### src/rtl/owk_pkg.sv
package owk_pkg;

	localparam int WHEELS     = 3;
	localparam int COEF_W     = 21;
	localparam int VEL_W      = 16;
	localparam int SPD_W      = 32;
	localparam int STEP_W     = 16;
	localparam int ROW_W      = 3 * COEF_W;
	localparam int CFG_IDX_W  = 3;
	localparam int PROD_W     = COEF_W + VEL_W;
	localparam int ACC_W      = PROD_W + 2;
	localparam int MAG_W      = SPD_W + 1;
	localparam int NUM_W      = STEP_W + MAG_W;
	localparam int WIDX_W     = $clog2(WHEELS);
	localparam int KIDX_W     = 2;
	localparam int DCNT_W     = $clog2(STEP_W);

	localparam logic [STEP_W-1:0] MAX_STEP_RST = STEP_W'(512);

	typedef enum logic [CFG_IDX_W-1:0] {
		REG_ROW_FRONT      = 3'd0,
		REG_ROW_BACK_LEFT  = 3'd1,
		REG_ROW_BACK_RIGHT = 3'd2,
		REG_MAX_STEP       = 3'd3,
		REG_LIMIT_ENABLE   = 3'd4
	} cfg_reg_t;

	typedef struct packed {
		logic signed [VEL_W-1:0] vel_x;
		logic signed [VEL_W-1:0] vel_y;
		logic signed [VEL_W-1:0] vel_rot;
	} in_item_t;

	typedef struct packed {
		logic signed [SPD_W-1:0] front_speed;
		logic signed [SPD_W-1:0] back_left_speed;
		logic signed [SPD_W-1:0] back_right_speed;
		logic                    was_limited;
	} out_item_t;

	typedef struct packed {
		logic              start;
		logic              mul;
		logic              acc;
		logic              sat;
		logic              delta;
		logic              decide;
		logic              prod;
		logic              div_step;
		logic              upd;
		logic              out_load;
		logic [WIDX_W-1:0] wheel;
		logic [KIDX_W-1:0] k;
	} dp_cmd_t;

	typedef struct packed {
		logic div_needed;
		logic out_free;
	} dp_sts_t;

endpackage

### src/rtl/omni_wheel_kinematics_slew_limit.sv
// An item is taken only while idle; the next waits until the result is registered.
// When the slew limit scales the step, the 16-step shift-subtract divider is run
// once per wheel before the result register is loaded.
// Configuration writes are taken every cycle; the result register frees the input side.
// Reset clears coefficients and wheel speeds, sets max_step to 512 and limiting on.
module omni_wheel_kinematics_slew_limit
	import owk_pkg::*;
(
	input  logic                 clk,
	input  logic                 arst_n,
	input  logic                 in_valid,
	output logic                 in_ready,
	input  in_item_t             in_data,
	output logic                 out_valid,
	input  logic                 out_ready,
	output out_item_t            out_data,
	input  logic                 cfg_valid,
	output logic                 cfg_ready,
	input  logic [CFG_IDX_W-1:0] cfg_index,
	input  logic [ROW_W-1:0]     cfg_data
);

	dp_cmd_t cmd;
	dp_sts_t sts;

	assign cfg_ready = 1'b1;

	owk_ctrl u_ctrl (
		.clk      (clk),
		.arst_n   (arst_n),
		.in_valid (in_valid),
		.in_ready (in_ready),
		.sts      (sts),
		.cmd      (cmd)
	);

	owk_dp u_dp (
		.clk       (clk),
		.arst_n    (arst_n),
		.in_data   (in_data),
		.out_valid (out_valid),
		.out_ready (out_ready),
		.out_data  (out_data),
		.cfg_valid (cfg_valid),
		.cfg_index (cfg_index),
		.cfg_data  (cfg_data),
		.cmd       (cmd),
		.sts       (sts)
	);

endmodule

### src/rtl/owk_ctrl.sv
module owk_ctrl
	import owk_pkg::*;
(
	input  logic    clk,
	input  logic    arst_n,
	input  logic    in_valid,
	output logic    in_ready,
	input  dp_sts_t sts,
	output dp_cmd_t cmd
);

	typedef enum logic [9:0] {
		ST_IDLE   = 10'b0000000001,
		ST_MUL    = 10'b0000000010,
		ST_ACC    = 10'b0000000100,
		ST_SAT    = 10'b0000001000,
		ST_DELTA  = 10'b0000010000,
		ST_DECIDE = 10'b0000100000,
		ST_PROD   = 10'b0001000000,
		ST_DIV    = 10'b0010000000,
		ST_UPD    = 10'b0100000000,
		ST_OUT    = 10'b1000000000
	} state_t;

	localparam logic [WIDX_W-1:0] W_LAST = WIDX_W'(WHEELS - 1);
	localparam logic [KIDX_W-1:0] K_LAST = KIDX_W'(2);
	localparam logic [DCNT_W-1:0] C_LAST = DCNT_W'(STEP_W - 1);

	state_t            state_q, state_n;
	logic [WIDX_W-1:0] w_q, w_n;
	logic [KIDX_W-1:0] k_q, k_n;
	logic [DCNT_W-1:0] cnt_q, cnt_n;

	always_ff @(posedge clk or negedge arst_n) begin
		if (!arst_n) begin
			state_q <= ST_IDLE;
			w_q     <= '0;
			k_q     <= '0;
			cnt_q   <= '0;
		end else begin
			state_q <= state_n;
			w_q     <= w_n;
			k_q     <= k_n;
			cnt_q   <= cnt_n;
		end
	end

	assign in_ready = (state_q == ST_IDLE);

	always_comb begin
		state_n      = state_q;
		w_n          = w_q;
		k_n          = k_q;
		cnt_n        = cnt_q;
		cmd          = '0;
		cmd.wheel    = w_q;
		cmd.k        = k_q;
		unique case (state_q)
			ST_IDLE: begin
				if (in_valid) begin
					cmd.start = 1'b1;
					w_n       = '0;
					k_n       = '0;
					state_n   = ST_MUL;
				end
			end
			ST_MUL: begin
				cmd.mul = 1'b1;
				state_n = ST_ACC;
			end
			ST_ACC: begin
				cmd.acc = 1'b1;
				if (k_q == K_LAST) begin
					state_n = ST_SAT;
				end else begin
					k_n     = k_q + KIDX_W'(1);
					state_n = ST_MUL;
				end
			end
			ST_SAT: begin
				cmd.sat = 1'b1;
				state_n = ST_DELTA;
			end
			ST_DELTA: begin
				cmd.delta = 1'b1;
				if (w_q == W_LAST) begin
					state_n = ST_DECIDE;
				end else begin
					w_n     = w_q + WIDX_W'(1);
					k_n     = '0;
					state_n = ST_MUL;
				end
			end
			ST_DECIDE: begin
				cmd.decide = 1'b1;
				if (sts.div_needed) begin
					w_n     = '0;
					state_n = ST_PROD;
				end else begin
					state_n = ST_OUT;
				end
			end
			ST_PROD: begin
				cmd.prod = 1'b1;
				cnt_n    = '0;
				state_n  = ST_DIV;
			end
			ST_DIV: begin
				cmd.div_step = 1'b1;
				if (cnt_q == C_LAST) begin
					state_n = ST_UPD;
				end else begin
					cnt_n = cnt_q + DCNT_W'(1);
				end
			end
			ST_UPD: begin
				cmd.upd = 1'b1;
				if (w_q == W_LAST) begin
					state_n = ST_OUT;
				end else begin
					w_n     = w_q + WIDX_W'(1);
					state_n = ST_PROD;
				end
			end
			ST_OUT: begin
				if (sts.out_free) begin
					cmd.out_load = 1'b1;
					state_n      = ST_IDLE;
				end
			end
			default: begin
				state_n = ST_IDLE;
			end
		endcase
	end

endmodule

### src/rtl/owk_dp.sv
module owk_dp
	import owk_pkg::*;
(
	input  logic                 clk,
	input  logic                 arst_n,
	input  in_item_t             in_data,
	output logic                 out_valid,
	input  logic                 out_ready,
	output out_item_t            out_data,
	input  logic                 cfg_valid,
	input  logic [CFG_IDX_W-1:0] cfg_index,
	input  logic [ROW_W-1:0]     cfg_data,
	input  dp_cmd_t              cmd,
	output dp_sts_t              sts
);

	logic [ROW_W-1:0]         rows_q [WHEELS];
	logic [STEP_W-1:0]        max_step_q;
	logic                     limit_en_q;

	in_item_t                 vel_q;
	logic signed [COEF_W-1:0] coef_sel;
	logic signed [VEL_W-1:0]  vel_sel;
	logic signed [PROD_W-1:0] prod_c;
	logic signed [PROD_W-1:0] prod_s1;
	logic signed [ACC_W-1:0]  acc_q;
	logic signed [SPD_W-1:0]  sat_c;

	logic signed [SPD_W-1:0]  target_q [WHEELS];
	logic signed [SPD_W-1:0]  last_q [WHEELS];
	logic [MAG_W-1:0]         mag_q [WHEELS];
	logic                     neg_q [WHEELS];
	logic [MAG_W-1:0]         dmax_q;
	logic signed [MAG_W-1:0]  diff_c;
	logic [MAG_W-1:0]         mag_c;
	logic                     limited_c;
	logic                     limited_q;

	logic [NUM_W-1:0]         rem_q;
	logic [NUM_W-1:0]         dsh_q;
	logic [STEP_W-1:0]        quo_q;

	logic                     out_valid_q;
	out_item_t                out_q;

	always_ff @(posedge clk or negedge arst_n) begin
		if (!arst_n) begin
			for (int i = 0; i < WHEELS; i++) begin
				rows_q[i] <= '0;
			end
			max_step_q <= MAX_STEP_RST;
			limit_en_q <= 1'b1;
		end else if (cfg_valid) begin
			unique case (cfg_reg_t'(cfg_index))
				REG_ROW_FRONT:      rows_q[0]  <= cfg_data;
				REG_ROW_BACK_LEFT:  rows_q[1]  <= cfg_data;
				REG_ROW_BACK_RIGHT: rows_q[2]  <= cfg_data;
				REG_MAX_STEP:       max_step_q <= cfg_data[STEP_W-1:0];
				REG_LIMIT_ENABLE:   limit_en_q <= cfg_data[0];
				default: begin
				end
			endcase
		end
	end

	always_comb begin
		unique case (cmd.k)
			KIDX_W'(0): begin
				coef_sel = rows_q[cmd.wheel][COEF_W-1:0];
				vel_sel  = vel_q.vel_x;
			end
			KIDX_W'(1): begin
				coef_sel = rows_q[cmd.wheel][2*COEF_W-1:COEF_W];
				vel_sel  = vel_q.vel_y;
			end
			default: begin
				coef_sel = rows_q[cmd.wheel][3*COEF_W-1:2*COEF_W];
				vel_sel  = vel_q.vel_rot;
			end
		endcase
	end

	assign prod_c = PROD_W'(coef_sel) * PROD_W'(vel_sel);

	always_comb begin
		priority if (!acc_q[ACC_W-1] && (acc_q[ACC_W-2:SPD_W-1] != '0)) begin
			sat_c = {1'b0, {(SPD_W-1){1'b1}}};
		end else if (acc_q[ACC_W-1] && (acc_q[ACC_W-2:SPD_W-1] != '1)) begin
			sat_c = {1'b1, {(SPD_W-1){1'b0}}};
		end else begin
			sat_c = acc_q[SPD_W-1:0];
		end
	end

	assign diff_c    = MAG_W'(target_q[cmd.wheel]) - MAG_W'(last_q[cmd.wheel]);
	assign mag_c     = diff_c[MAG_W-1] ? MAG_W'(-diff_c) : MAG_W'(diff_c);
	assign limited_c = limit_en_q && (dmax_q >= MAG_W'(max_step_q));

	assign sts = '{div_needed: limited_c && (dmax_q != '0),
		out_free: !out_valid_q || out_ready};

	always_ff @(posedge clk) begin
		if (cmd.start) begin
			vel_q <= in_data;
		end
		if (cmd.mul) begin
			prod_s1 <= prod_c;
		end
		if (cmd.start || cmd.sat) begin
			acc_q <= '0;
		end else if (cmd.acc) begin
			acc_q <= acc_q + ACC_W'(prod_s1);
		end
		if (cmd.sat) begin
			target_q[cmd.wheel] <= sat_c;
		end
		if (cmd.delta) begin
			mag_q[cmd.wheel] <= mag_c;
			neg_q[cmd.wheel] <= diff_c[MAG_W-1];
		end
		if (cmd.start) begin
			dmax_q <= '0;
		end else if (cmd.delta && (mag_c > dmax_q)) begin
			dmax_q <= mag_c;
		end
		if (cmd.decide) begin
			limited_q <= limited_c;
		end
		if (cmd.prod) begin
			rem_q <= NUM_W'(max_step_q) * NUM_W'(mag_q[cmd.wheel]);
			dsh_q <= NUM_W'(dmax_q) << (STEP_W - 1);
			quo_q <= '0;
		end else if (cmd.div_step) begin
			if (rem_q >= dsh_q) begin
				rem_q <= rem_q - dsh_q;
				quo_q <= {quo_q[STEP_W-2:0], 1'b1};
			end else begin
				quo_q <= {quo_q[STEP_W-2:0], 1'b0};
			end
			dsh_q <= dsh_q >> 1;
		end
		if (cmd.out_load) begin
			out_q.front_speed      <= last_q[0];
			out_q.back_left_speed  <= last_q[1];
			out_q.back_right_speed <= last_q[2];
			out_q.was_limited      <= limited_q;
		end
	end

	always_ff @(posedge clk or negedge arst_n) begin
		if (!arst_n) begin
			for (int i = 0; i < WHEELS; i++) begin
				last_q[i] <= '0;
			end
		end else if (cmd.decide && !limited_c) begin
			for (int i = 0; i < WHEELS; i++) begin
				last_q[i] <= target_q[i];
			end
		end else if (cmd.upd) begin
			if (neg_q[cmd.wheel]) begin
				last_q[cmd.wheel] <= last_q[cmd.wheel] - SPD_W'(quo_q);
			end else begin
				last_q[cmd.wheel] <= last_q[cmd.wheel] + SPD_W'(quo_q);
			end
		end
	end

	always_ff @(posedge clk or negedge arst_n) begin
		if (!arst_n) begin
			out_valid_q <= 1'b0;
		end else if (cmd.out_load) begin
			out_valid_q <= 1'b1;
		end else if (out_ready) begin
			out_valid_q <= 1'b0;
		end
	end

	assign out_valid = out_valid_q;
	assign out_data  = out_q;

endmodule
### config.mk
export PLATFORM = sky130hd
export DESIGN_NAME = omni_wheel_kinematics_slew_limit
export DESIGN_NICKNAME = d
export VERILOG_FILES = /design/src/rtl/owk_pkg.sv /design/src/rtl/omni_wheel_kinematics_slew_limit.sv /design/src/rtl/owk_ctrl.sv /design/src/rtl/owk_dp.sv
export SDC_FILE = /design/constraint.sdc
export NUM_CORES = 2
export LEC_CHECK = 0
export BUFFER_PORTS_ARGS = -buffer_cell sky130_fd_sc_hd__buf_2
export CAP_MARGIN = 25
export CORE_UTILIZATION = 65
export DETAILED_ROUTE_END_ITERATION = 6
export GPL_TIMING_DRIVEN = 0
export PLACE_DENSITY = 0.95
export SKIP_CTS_REPAIR_TIMING = 1
export SYNTH_ARGS = -nofsm -noshare
export SYNTH_HDL_FRONTEND = slang
export SYNTH_SLANG_ARGS = --single-unit
### constraint.sdc
create_clock -name clk -period 23.3 [get_ports clk]
set_input_delay 1.165 -clock clk [delete_from_list [all_inputs] [get_ports clk]]
set_output_delay 1.165 -clock clk [all_outputs]
set_load 0.02 [all_outputs]
[Word-level counts from Yosys, hierarchy flattened]
Memory sizes are Yosys's and may differ from the RTL's.
Cells that the tools add are included.
Storage, ports and cells
  register bits: 689
  bits in writable memories: 198
  input port bits: 119
  output and inout bits: 100
  word-level logic and storage cells: 168
  memories: 3
Memory list
  u_dp.mag_q: depth 3, width 33, read ports 1, clocked after memory_dff 0, wr ports 1, RTL line owk_dp.sv:31  | logic [MAG_W-1:0] mag_q [WHEELS];
  u_dp.target_q: depth 3, width 32, read ports 4, clocked after memory_dff 0, wr ports 1, RTL line owk_dp.sv:29  | logic signed [SPD_W-1:0] target_q [WHEELS];
  u_dp.neg_q: depth 3, width 1, read ports 1, clocked after memory_dff 0, wr ports 1, RTL line owk_dp.sv:32  | logic neg_q [WHEELS];
Operators by class
  add/subtract/negate cells: 9
  multipliers: 2
  magnitude comparators: 5
  equal/unequal tests: 27
  muxes and demuxes: 59
  bitwise operators: 1
  reduce and logical (&&, ||, !) cells: 34
Operator list (count)
  96-bit 2-to-1 mux: 3
  96-bit bitwise mux: 2
  32-bit 2-to-1 mux: 5
  49-bit 2-to-1 mux: 3
  63-bit binary-select mux with 2-bit select: 1
  63-bit 2-to-1 mux: 2
  10-bit case mux with 10 select lines: 1
  48-bit 2-to-1 mux: 2
  32-bit binary-select mux with 2-bit select: 1
  32-bit demux with 2-bit select: 1
  10-bit 2-to-1 mux: 5
  49-bit by 48-bit greater-or-equal comparator with 1-bit output: 1
  16-bit by 33-bit multiplier with 49-bit output: 1
  49-bit by 48-bit subtractor with 49-bit output: 1
  21-bit case mux with 2 select lines: 1
  39-bit by 37-bit adder with 39-bit output: 1
  21-bit by 16-bit multiplier with 37-bit output: 1
  33-bit by 16-bit greater-or-equal comparator with 1-bit output: 1
  33-bit > comparator: 1
  33-bit 2-to-1 mux: 1
  33-bit negation: 1
  33-bit nonzero test: 1
  32-bit by 32-bit subtractor with 33-bit output: 1
  32-bit by 16-bit adder with 32-bit output: 1
  44 further kinds: 98

[Longest topological paths before layout]
  depth after elaboration: 9
  gate-level depth with buffers: 36

[Cells and area by module]
Synthesis repeated with hierarchy kept, for this count alone.
Second synthesis, totals
  cells, all modules: 7605
  area total of the unflattened synthesis: 76056.7 sq um
Modules (own cells, without submodules)
  owk_dp: instances 1, cells each 7485, area each 74926.9 sq um
  owk_ctrl: instances 1, cells each 118, area each 1118.6 sq um
  omni_wheel_kinematics_slew_limit: instances 1, cells each 2, area each 11.3 sq um

[Worst setup path after synthesis]
Ideal clock, no wire load.
  kind: register to register
  start point: register u_ctrl.w_q[0]
  end point: register u_dp.rem_q[48], data pin
  setup time: 0.264 ns
  arrival: 8.240 ns
  path slack: 14.796 ns
  cell stages (with the launch flop): 29
  path buffers: 5
  clock period less this slack: 8.504 ns
  cells stage by stage: dfrtp_1 > buf_1 > buf_2 > clkbuf_1 > buf_1 > mux2i_1 > o21ai_0 > clkbuf_1 > nand2_1 > fa_1 > inv_1 > fa_1 > fa_1 > fa_1 > inv_1 > fa_1 > inv_1 > fa_1 > ha_1 > a21o_1 > o21bai_1 > a21o_1 > a211o_1 > o21a_1 > o21ai_0 > o21bai_1 > a31oi_1 > o2111a_1 > a211oi_1
Between the ends
  word-level cells in the longest chain between the ends: 3
Ends and longest elaborated chain
  start: declaration: RTL line owk_ctrl.sv:30  | logic [WIDX_W-1:0] w_q, w_n;
  start signal: assignment: RTL line owk_ctrl.sv:42  | w_q <= w_n;
  memory 3 x 33 bit
  16-bit by 33-bit multiplier with 49-bit output: RTL line owk_dp.sv:130  | rem_q <= NUM_W'(max_step_q) * NUM_W'(mag_q[cmd.wheel]);
  49-bit 2-to-1 mux: RTL line owk_dp.sv:129  | if (cmd.prod) begin
  end signal: assignment: RTL line owk_dp.sv:130
  end signal: assignment: RTL line owk_dp.sv:135  | rem_q <= rem_q - dsh_q;
  end: declaration: RTL line owk_dp.sv:39  | logic [NUM_W-1:0] rem_q;
No other way between the ends.
A chain may end at the register's enable or synchronous reset.

[Worst setup path after layout]
  start point: register u_ctrl.w_q[0]
  end point: register u_dp.dmax_q[24]
Between the ends
  word-level cells in the longest chain between the ends: 9
Ends and longest elaborated chain
  2-bit inverter with 3-bit output (implied by the code): RTL line owk_dp.sv:95  | assign diff_c = MAG_W'(target_q[cmd.wheel]) - MAG_W'(last_q[cmd.wheel]);
  32-bit binary-select mux with 2-bit select: RTL line owk_dp.sv:95
  32-bit 2-to-1 mux (implied by the code) (2 in series): RTL line owk_dp.sv:95
  32-bit by 32-bit subtractor with 33-bit output (*): RTL line owk_dp.sv:95
  33-bit negation: RTL line owk_dp.sv:96  | assign mag_c = diff_c[MAG_W-1] ? MAG_W'(-diff_c) : MAG_W'(diff_c);
  33-bit 2-to-1 mux (*): RTL line owk_dp.sv:96
  named net u_dp.mag_c[13]: RTL line owk_dp.sv:35  | logic [MAG_W-1:0] mag_c;
  33-bit > comparator (*): RTL line owk_dp.sv:123  | end else if (cmd.delta && (mag_c > dmax_q)) begin
  1-bit logical AND (*): RTL line owk_dp.sv:123
  end signal: assignment: RTL line owk_dp.sv:124  | dmax_q <= mag_c;
  end: declaration: RTL line owk_dp.sv:33  | logic [MAG_W-1:0] dmax_q;
Mark *: on every way through the listed nets, which the timed path passes. The rest lies on a longest branch. The select of a mux whose other input is x is not followed.

==> summary.txt <==
Status -> finished with violations
Failing checks -> design-rule violations
Syn avg cell area -> 10.0 um2
Layout cells sized above 1 -> 9.24%
Routed vias/inst -> 6.55
Core area -> 115000 um2
Die H -> 342 um
Worst-path fanout max -> 10
Maximum capacitance violations -> 0
First-pass GRT wire length -> 374 mm
Synth Register Bits -> 919
Most frequent cells after synthesis -> 1074 x inv_1, 935 x nand2_1, 769 x fa_1
Reg2reg start -> u_ctrl.w_q[0]
H-tree depth -> 3
# clock sinks -> 919
Root Driver -> clkbuf_16
Vias in the first global route -> 63000
DR pass1 iterations -> 7
Iter 0 DRT Violations -> 8968
Final Hold Viols -> 0
Total CTS buffers -> 93
Die width -> 342 um
Synth top area cells -> fa_1 20%, edfxtp_1 20%, dfrtp_1 11%
Hpwl dp -> 193 mm
# rows -> 124
Area leader, netlist -> fa_1
Unique cell type count in the Yosys netlist -> 89
Least-Margin Pin Slew -> 1320 ps
Initial antenna violation count -> 27
Final period util -> 53.1%
Final Critical Period -> 12370 ps
P&R area growth vs syn -> 9.60%
Layout net count -> 9173
CTS tree -> done
Placed Cells -> 9268
CTS max path bufs -> 3
Total routed wirelength -> 250 mm
CP endpoint kind -> register
CP max stage cell -> clkbuf_1
Yosys top cell area share -> 20.5%
RSZ-0062 raised after global routing -> no
DRC Markers -> 24
Setup TNS Final -> 0 ps
Maximum operating frequency -> 80.8 MHz
Top_reg_cell synth -> edfxtp_1
Cell Area, Synth -> 75200 um2
Reg clk slew, reported paths -> 70 ps
CP peak stage delay -> 1000 ps
Initial Util -> 65.7%
CP Class -> reg2reg
Yosys warns -> 0
Reg-to-reg endpoint -> u_dp.dmax_q[24]
Layout Skew -> 75.6 ps
Grt total ovfl -> 0
Post-synth net total -> 8799
Number of synthesized flops with an enable pin -> 495
GP Congestion -> 1.03
Clock Latency Late Sink -> 750 ps
IO buf count -> 217
Most frequent CP cell -> clkbuf_1
Vias -> 62100
Count leader, synth -> inv_1
FF-to-FF setup slack -> 10930 ps
Finish-stage setup viols -> 0
Min-delay worst type -> in2async
CP Launch Type -> register
Final ANT Viol Nets -> 0
Synth async-reset ratio -> 34.9%
Ports -> 219
Global Route Usage Sum -> 42.8%
Post-route insts no fill -> 9478
Post-layout util -> 72.0%
Sequential share of the synthesized area -> 33.2%
Largest net degree at the start of global routing -> 132
Path depth of the worst reg2reg path -> 33
Max-slew headroom -> 11.8%
Worst EP arrival -> 12940 ps
WP data required -> 23870 ps
Wirelength per Cell -> 26.4 um
Max Slew Vio Count -> 0
Number of cells produced by synthesis -> 7490
Die footprint -> 117000 um2
Layout fillers -> 7936
per-stage QoR:
stage	cell area (um2)	hold slack, ps	worst slack, ps
2_1_floorplan	75200	400	14800
6_report	82400	425	10930
5_1_grt	82300	468	10660
4_1_cts	82200	447	11430
3_5_place_dp	78900	439	11490
3_3_place_gp	78200	441	10850
cells by family after synthesis:
logic type / after synthesis / share of synthesized area, %
compound gates: 1362 / 11.8
xor+xnor: 230 / 2.69
fa+ha+maj: 1190 / 27.5
buf+inv: 1430 / 7.16
flops: 919 / 33.2
mux: 336 / 5.36
other cells: 1 / 0.00499
simple gates: 2022 / 12.3
how the worst max path moves through the flow:
stage | startpoint | end | slack (ps) | cells after the start
2_1_floorplan | u_ctrl.w_q[0] | u_dp.rem_q[48] | 14800 | 28
3_3_place_gp | u_ctrl.w_q[1] | u_dp.prod_s1[36] | 10850 | 31
3_5_place_dp | u_ctrl.w_q[0] | u_dp.rem_q[43] | 11490 | 29
4_1_cts | u_ctrl.w_q[0] | u_dp.rem_q[43] | 11430 | 29
5_1_grt | u_ctrl.w_q[0] | u_dp.dmax_q[24] | 10660 | 33
6_report | u_ctrl.w_q[0] | u_dp.dmax_q[24] | 10930 | 33
layout by cell type, fill, tap and decap left out, drive strengths merged, types with 205 or more instances in the layout:
master,n
mux2,212
ha,421
and2,205
a21oi,372
buf,318
nand2,935
nor2,409
dfrtp,318
edfxtp,495
o21ai,281
clkbuf,433
fa,769
inv,1079
worst max-delay path: cells and delay by family (launching register included):
kind	cells	cell delay (ps)
buf+inv	11	5180
mux	1	230
simple gates	8	1760
xor+xnor	1	600
compound gates	10	3330
flops	1	550
fa+ha+maj	2	500
registers in the layout, summed over array words and instances (netlist names), 16 cells and up:
signal / cells
u_dp.max_step_q: 16
u_dp.vel_q: 48
u_dp.last_q: 96
u_dp.dmax_q: 33
u_dp.out_data: 97
u_dp.target_q: 128
u_dp.prod_s1: 37
u_dp.quo_q: 16
u_dp.mag_q: 99
u_dp.acc_q: 39
u_dp.dsh_q: 48
u_dp.rows_q: 189
u_dp.rem_q: 49
metal layers:
metal  track usage (%)  share of wire (%)
met2              64.9                 44
met5                 0              0.055
met4              28.9                7.9
met1              52.9                 34
met3              13.1                 14
cell type report:
type	instances	area (um2)	area share (%)
Antenna cell	21	52.6	0.0638
Inverter	1077	4040	4.91
Sequential cell	919	25000	30.3
Timing Repair Buffer	279	1890	2.29
Tap cell	1512	1890	2.30
Multi-Input combinational cell	5141	44900	54.5
Clock buffer	119	2560	3.10
Clock inverter	57	728	0.884
Buffer	353	1340	1.63
Power is not shown: default switching activity piles up to over one toggle a cycle in this logic, so the estimate is an artifact.
